<file path="src/rtl/sacl_ram.sv">
// generic single port write, single port registered read ram
`default_nettype none
module sacl_ram #(
  parameter int unsigned Width = 8,
  parameter int unsigned Depth = 16
) (
  input  wire logic                     clk_i,
  input  wire logic                     we_i,
  input  wire logic [$clog2(Depth)-1:0] waddr_i,
  input  wire logic [Width-1:0]         wdata_i,
  input  wire logic [$clog2(Depth)-1:0] raddr_i,
  output      logic [Width-1:0]         rdata_o
);
  logic [Width-1:0] mem_q [Depth];

  always_ff @(posedge clk_i) begin
    if (we_i) begin
      mem_q[waddr_i] <= wdata_i;
    end
    rdata_o <= mem_q[raddr_i];
  end
endmodule
`default_nettype wire

</file>
<file path="config.mk">
export PLATFORM = sky130hd
export DESIGN_NAME = sacl_ram
export DESIGN_NICKNAME = d
export VERILOG_FILES = /design/src/rtl/sacl_ram.sv
export SDC_FILE = /design/constraint.sdc
export NUM_CORES = 1
export LEC_CHECK = 0
export BUFFER_PORTS_ARGS = -buffer_cell sky130_fd_sc_hd__buf_2
export CORE_UTILIZATION = 40
export CTS_CLUSTER_SIZE = 20
export DETAILED_ROUTE_END_ITERATION = 7
export GPL_TIMING_DRIVEN = 0
export PLACE_DENSITY = 0.59
export SYNTH_ARGS = -nofsm -noshare
export SYNTH_HDL_FRONTEND = slang
export SYNTH_SLANG_ARGS = --single-unit
</file>
<file path="constraint.sdc">
create_clock -name clk_i -period 4.75 [get_ports clk_i]
set_clock_uncertainty 0.05 [all_clocks]
set_input_delay 0 -clock clk_i [delete_from_list [all_inputs] [get_ports clk_i]]
set_output_delay 0 -clock clk_i [all_outputs]
set_load 0.005 [all_outputs]
</file>
==> results of run 1 <==
## layout make-up
type	count	area [um^2]	area share [%]
multi-input cells	83	1060	17.3
repair buffers	32	200	3.28
well taps	172	215	3.53
clock buffers	28	517	8.47
flip-flops and latches	136	4000	65.7
plain buffers	10	86.3	1.42
clock inverters	4	18.8	0.308
## registers in the layout, indices dropped and copies added, names as in the netlist
signal and cells:
mem_q 128, rdata_o 8
## worst max path at each step
stage             endpoint  slack (ns)
2_1_floorplan  mem_q[0][0]        3.21
3_3_place_gp   mem_q[0][4]        2.62
3_5_place_dp   mem_q[0][4]        2.64
4_1_cts        mem_q[0][6]        3.09
5_1_grt        mem_q[0][6]        2.97
6_report       mem_q[0][6]        3.09
## worst register-to-register path, cell delays in order, from the launching register on
cell and delay (ns):
edfxtp_1 0.37, mux4_2 0.48, a22oi_1 0.34, nand2_1 0.09
## layer usage
metal	share of wire, %	up-vias	GRT usage (%)	wire length, um
li1	-	1077	-	-
met1	46	1252	24.5	4690
met2	47	72	25.6	4780
met3	5.7	8	4.55	576
met4	1.1	0	6.23	108
met5	0	-	0	0
## per-stage QoR
stage          worst slack (ns)  cell area, um^2  util [%]  std cells  hold slack, ns
4_1_cts                    3.09             6100      48.5        465          0.0559
6_report                   3.09             6100      48.5        465          0.0553
5_1_grt                    2.97             6100      48.5        465          0.0990
2_1_floorplan              3.21             5150         -        229          0.0489
3_3_place_gp               2.62             5480      43.6        425           0.326
3_5_place_dp               2.64             5480      43.6        425           0.326
## cell usage after synthesis, types with 2 or more instances
master,n
nor2_1,13
nand2_1,9
nor3_1,4
buf_6,3
buf_2,3
nand3b_1,2
mux4_1,14
clkdlybuf4s25_2,3
a22oi_1,16
nand2b_1,2
dfxtp_1,8
mux4_2,18
edfxtp_1,128
## timing repair
action	CTS	global route
hold endpoints to repair	128	0
endpoints found under the setup margin	0	0
hold buffers	8	0
## cells by family after synthesis
group,Yosys count,synth area share (%)
flops,136,77.8
buf+inv,10,1.68
simple gates,35,3.18
compound gates,16,2.33
mux,32,15.0
## report_power, final
| group | internal [W] | switching, W |
|---|---|---|
| clock | 0.000733 | 0.000446 |
| sequential | 0.00134 | 0.00000589 |
| combinational | 0.0000574 | 0.0000746 |
==> summary.md, run 1 <==
| Metric | Value |
|---|---|
| WS Path Type | `in2reg` |
| Vias | `about 2,400` |
| ANT cells | `0` |
| CP max stage cell | `nor3_1` |
| CP delay by family, top | `simple AND/OR/NAND/NOR gates` |
| Rel. slew slack | `13.3%` |
| Rows | `a little over 40` |
| Min-Delay Path Class | `in2reg` |
| Post-synth EDFFs | `128` |
| Tcrit/Tclk final | `a little over a third` |
| Syn Inst Count | `229` |
| Synth Area per Inst | `22.5 um^2` |
| Worst setup path start | `waddr_i[2]` |
| Ys async rst share | `0%` |
| Vias per std cell | `approximately 5.2` |
| Root Buffer Master | `clkbuf_16` |
| Clk sinks | `136` |
| Initial antenna violation count | `0` |
| Post-synth top area share | `74.7%` |
| Final hold vios | `0` |
| FMAX | `0.603 GHz` |
| Postcts setup bufs | `0` |
| Pleak | `2.04 nW` |
| Tot GR Track Use | `between 15 and 20%` |
| Largest cells by area after synthesis | `edfxtp_1 (75%), mux4_2 (7.9%), mux4_1 (7.1%)` |
| Critical Path Sink Type | `flip-flop` |
| P&R area growth vs syn | `18.5%` |
| First DRT Iteration DRCs | `about 190` |
| Clk_lat worst skew | `0.41 ns` |
| Hold path depth | `4` |
| Worst Path Buf+Inv | `1` |
| Top_reg_cell synth | `edfxtp_1` |
| Placed wire-length estimate after detailed placement | `6410 um` |
| Gpl congestion | `slightly below 0.7` |
| WP data arrival | `1.62 ns` |
| Power Total | `0.00266 W` |
| Vias in the first global route | `about 2,500` |
| CTS tree | `done` |
| Synth area leader | `edfxtp_1` |
| Max incr delay on CP | `0.96 ns` |
| #FFs+latches synth | `136` |
| WL per Instance | `roughly 22 um` |
| WL final | `about 10,000 um` |
| Final setup violation count | `0` |
| I/O Buffers | `24` |
| # IOs | `26` |
| Most common cell after layout, fill and taps aside | `edfxtp_1` |
| Worst path depth | `3` |
| Hold Crit Endpoint | `rdata_o[0]` |
| Register area share after synthesis | `77.8%` |
| Final net count | `298` |
| Routed Antenna Nets | `0` |
| Slew at the pin closest to its max-slew limit | `~1.3 ns` |
| Peak supply drop | `304 uV` |
| Fill count | `1,039` |
| Outcome | `completed` |
| Fin crit period | `1.66 ns` |
| Crit path cell chain | `buf_2 -> or3b_2 -> nor3_1` |
| Syn Nets | `about 250` |
| Starting density of the core | `41.0%` |
| R2R cell count | `3` |
| Fin Setup TNS | `0 ns` |
| Core ar. | `about 13,000 um^2` |
| Crit Reg-Reg Endpoint | `rdata_o[7]` |
| Startpoint types | `input pin` |
| Congestion Overflow GR | `0` |
| Layout cells sized above 1 | `26.6%` |
| CTS resizes | `0` |
| Chip height | `115 um` |
| DRT Pass-1 Iters | `4` |
| Hold Crit Start | `raddr_i[1]` |
| Final Max Slew Viols | `0` |
| Die Area | `13,300 um^2` |
| First-pass GRT wire length | `around 15,000 um` |
| Reg2reg setup slack | `about 3.3 ns` |
| Ys Warns | `0` |
| Pwr/cell area | `436 nW/um^2` |
| Count of cell types in the netlist | `19` |
| Num CTS Buffers | `17` |
| Max FO, Critical Path | `8` |
| Max-Cap Viols | `0` |
| Worst flop-to-flop path startpoint | `mem_q[3][7]` |
| CTS max path bufs | `2` |
| Clock slew at reported path FFs | `0.05 ns` |
| Post-Syn Area | `5150 um^2` |
| CTS H-tree lvls | `4` |
| Largest net degree at the start of global routing | `17` |
| Residual DRC count | `0` |
| Die width | `115 um` |
| Most frequent cells in the layout | `edfxtp_1 (128), buf_2 (27), mux4_2 (18)` |
| RSZ-0062 raised after global routing | `false` |
| CP required | `4.71 ns` |
(Power assumes the default switching activity.)
==> inputs of run 2 (changes only) <==
--- a/config.mk
+++ b/config.mk
@@ -5,6 +5,7 @@
 export SDC_FILE = /design/constraint.sdc
 export NUM_CORES = 1
 export LEC_CHECK = 0
+export ABC_AREA = 1
 export BUFFER_PORTS_ARGS = -buffer_cell sky130_fd_sc_hd__buf_2
 export CORE_UTILIZATION = 40
 export CTS_CLUSTER_SIZE = 20
==> constraint.sdc (replaced) <==
create_clock -name clk_i -period 1.6 [get_ports clk_i]
set_clock_uncertainty 0.05 [all_clocks]
set_input_delay 0 -clock clk_i [delete_from_list [all_inputs] [get_ports clk_i]]
set_output_delay 0 -clock clk_i [all_outputs]
set_load 0.005 [all_outputs]
==> summary.md, run 2 <==
| Metric | Value |
|---|---|
| Rows | `43` |
| Largest net degree at the start of global routing | `17` |
| CTS max path bufs | `2` |
| Crit path cell chain | `dlygate4sd3_1 -> buf_2 -> inv_1 -> buf_4 -> nand3_1 -> nand3_1 -> nand2_1` |
| RSZ-0062 raised after global routing | `false` |
| CTS H-tree lvls | `4` |
| Most frequent cells in the layout | `nand2_1 (173), edfxtp_1 (128), inv_1 (100)` |
| Gpl congestion | `0.822` |
| Postcts setup bufs | `0` |
| Most common cell after layout, fill and taps aside | `nand2_1` |
| Hold Crit Start | `raddr_i[1]` |
| Non-Filler Instances | `794` |
| Pint | `0.00642 W` |
| Placed wire-length estimate after detailed placement | `8990 um` |
| Compound-gate portion of the synthesized area | `0%` |
| Synth Area per Inst | `10.5 um^2` |
| Syn Nets | `around 570` |
| Register area share after synthesis | `a little over two thirds` |
| CP max stage cell | `dlygate4sd3_1` |
| Fin area | `6760 um^2` |
| Area of the multi-input gates | `between 1000 and 1500 um^2` |
| Fraction of the mapped netlist area in simple logic gates | `21.0%` |
| Min-Delay Path Class | `in2reg` |
| Congestion Overflow GR | `0` |
| R2R cell count | `6` |
| FMAX | `between 0.7 and 0.8 GHz` |
| Clock slew at reported path FFs | `0.06 ns` |
| Synth area leader | `edfxtp_1` |
| Fill count | `1,288` |
| Fin crit period | `1.31 ns` |
| WS Path Type | `in2reg` |
| Largest cells by area after synthesis | `edfxtp_1 (67%), nand2_1 (11%), nand3_1 (8.4%)` |
| Vias per std cell | `4.93` |
| Max FO, Critical Path | `10` |
| Post-synth EDFFs | `128` |
| CP required | `about 1.8 ns` |
| WL per Instance | `17.6 um` |
| Num CTS Buffers | `17` |
| NetSw | `0.00186 W` |
| Tcrit/Tclk final | `81.6%` |
| Post-synthesis mux area share | `0%` |
| Startpoint types | `input pin` |
| DRT Pass-1 Iters | `5` |
| Final net count | `620` |
| Max incr delay on CP | `0.53 ns` |
| Post-synth top area share | `66.7%` |
| Largest regs | `mem_q (128), rdata_o (8)` |
| Syn Inst Count | `551` |
| Max-Cap Viols | `0` |
| Register share of total power | `between 40% and 50%` |
| Top_reg_cell synth | `edfxtp_1` |
| Pwr/cell area | `1220 nW/um^2` |
| Cell with the most instances after synthesis | `nand2_1` |
| Post-Syn Area | `5770 um^2` |
| Cell mode on critical path | `nand3_1` |
| Worst Path Buf+Inv | `4` |
| Placed insts | `753` |
| P&R area growth vs syn | `17.3%` |
| Reg2reg setup slack | `slightly above 0.5 ns` |
| Comb pwr share | `6.4%` |
| Critical Path Sink Type | `flip-flop` |
| Initial antenna violation count | `0` |
| Slew at the pin closest to its max-slew limit | `0.942 ns` |
| First-pass GRT wire length | `around 22,000 um` |
| Routed Antenna Nets | `0` |
| Chip height | `approximately 120 um` |
| Final Max Slew Viols | `0` |
| CTS tree | `done` |
| Pleak | `2.93 nW` |
| Worst setup path start | `raddr_i[2]` |
| Peak supply drop | `650 uV` |
| Tot GR Track Use | `20.7%` |
| Vias | `3,914` |
| Vias in the first global route | `3,843` |
| Hold Crit Endpoint | `rdata_o[0]` |
| Main combinational cell family by area after synthesis | `simple AND/OR/NAND/NOR gates` |
| Clk pwr share | `45.2%` |
| Layout cells sized above 1 | `12.5%` |
| Switching share of total power | `between 20 and 25%` |
| Starting density of the core | `41.2%` |
| Register area | `4000 um^2` |
| Crit Reg-Reg Endpoint | `rdata_o[5]` |
| Ys async rst share | `0%` |
| # IOs | `26` |
| Reg with most FFs | `mem_q` |
| #FFs+latches synth | `136` |
| WL final | `14,000 um` |
| Ys Warns | `0` |
| Fin Setup TNS | `0 ns` |
| Largest register FFs | `about 130` |
| Post-layout util | `48.3%` |
| Die width | `122 um` |
| Final hold vios | `0` |
| Clk_lat worst skew | `0.41 ns` |
| WP data arrival | `1.55 ns` |
| XOR/XNOR Fraction of Synth Area | `0%` |
| Count of cell types in the netlist | `12` |
| CP delay by family, top | `buffers and inverters` |
| Worst flop-to-flop path startpoint | `mem_q[0][5]` |
| Post-synthesis adder-cell area fraction | `0%` |
| Rel. slew slack | `36.9%` |
| Residual DRC count | `0` |
| ANT cells | `0` |
| Root Buffer Master | `clkbuf_16` |
| Die Area | `14,900 um^2` |
| I/O Buffers | `22` |
| Final setup violation count | `0` |
| Outcome | `completed` |
| First DRT Iteration DRCs | `376` |
| Clk sinks | `136` |
| Hold path depth | `5` |
| Core ar. | `14,000 um^2` |
| Most common library cells after synthesis | `nand2_1 (173), edfxtp_1 (128), inv_1 (100)` |
| DP Area | `6100 um^2` |
[run 2: power groups by stage]
stage | sequential (W) | clock (W) | combinational, W
final | 0.00400 | 0.00373 | 0.000533
after global routing | 0.00401 | 0.00389 | 0.000592
after CTS | 0.00400 | 0.00373 | 0.000532
after detailed placement | 0.00408 | 0 | 0.000509
after global placement | 0.00407 | 0 | 0.000504
after floorplan | 0.00408 | 0 | 0.000281
[run 2: metrics by stage]
stage	setup slack, ns	hold slack, ns	power, W
after CTS	0.305	0.0146	0.00827
after global routing	0.186	0.0270	0.00849
final	0.294	0.0236	0.00827
after detailed placement	0.0575	0.326	0.00459
after floorplan	0.599	0.0489	0.00436
after global placement	0.0809	0.328	0.00458
[run 2: final cells by class]
class / count / share of cell area [%]
Buffer: 24 / 2.46
Clock buffer: 17 / 6.29
Clock inverter: 14 / 2.00
Inverter: 102 / 5.66
Multi-Input combinational cell: 289 / 17.9
Sequential cell: 136 / 59.2
Tap cell: 180 / 3.33
Timing Repair Buffer: 32 / 3.11
[run 2: timing repair]
action / in CTS / in global routing
resized for setup: 0 / 0
hold buffers: 10 / 0
endpoints found under the hold margin: 122 / 0
[run 2: cell families after synthesis]
kind of cell	after synthesis
and+or+nand+nor	289
DFF	136
buffers and inverters	126
[run 2: worst max path at each step]
stage,end,cells after the start
floorplan,mem_q[10][0],2
global placement,mem_q[8][7],3
detailed placement,mem_q[8][3],3
CTS,rdata_o[5],7
global route,rdata_o[5],7
finish,rdata_o[5],7
[run 2: per-layer routing]
layer	track usage [%]	wire length [um]
met5	0	0
met2	31.7	6420
met1	27.9	6210
met3	4.63	982
met4	9.68	392
[run 2: worst min-delay path, cell delays in order]
cell	delay, ns
buf_2	0.14
nand3_1	0.09
nand3_1	0.07
nand3_1	0.08
nand2_1	0.06
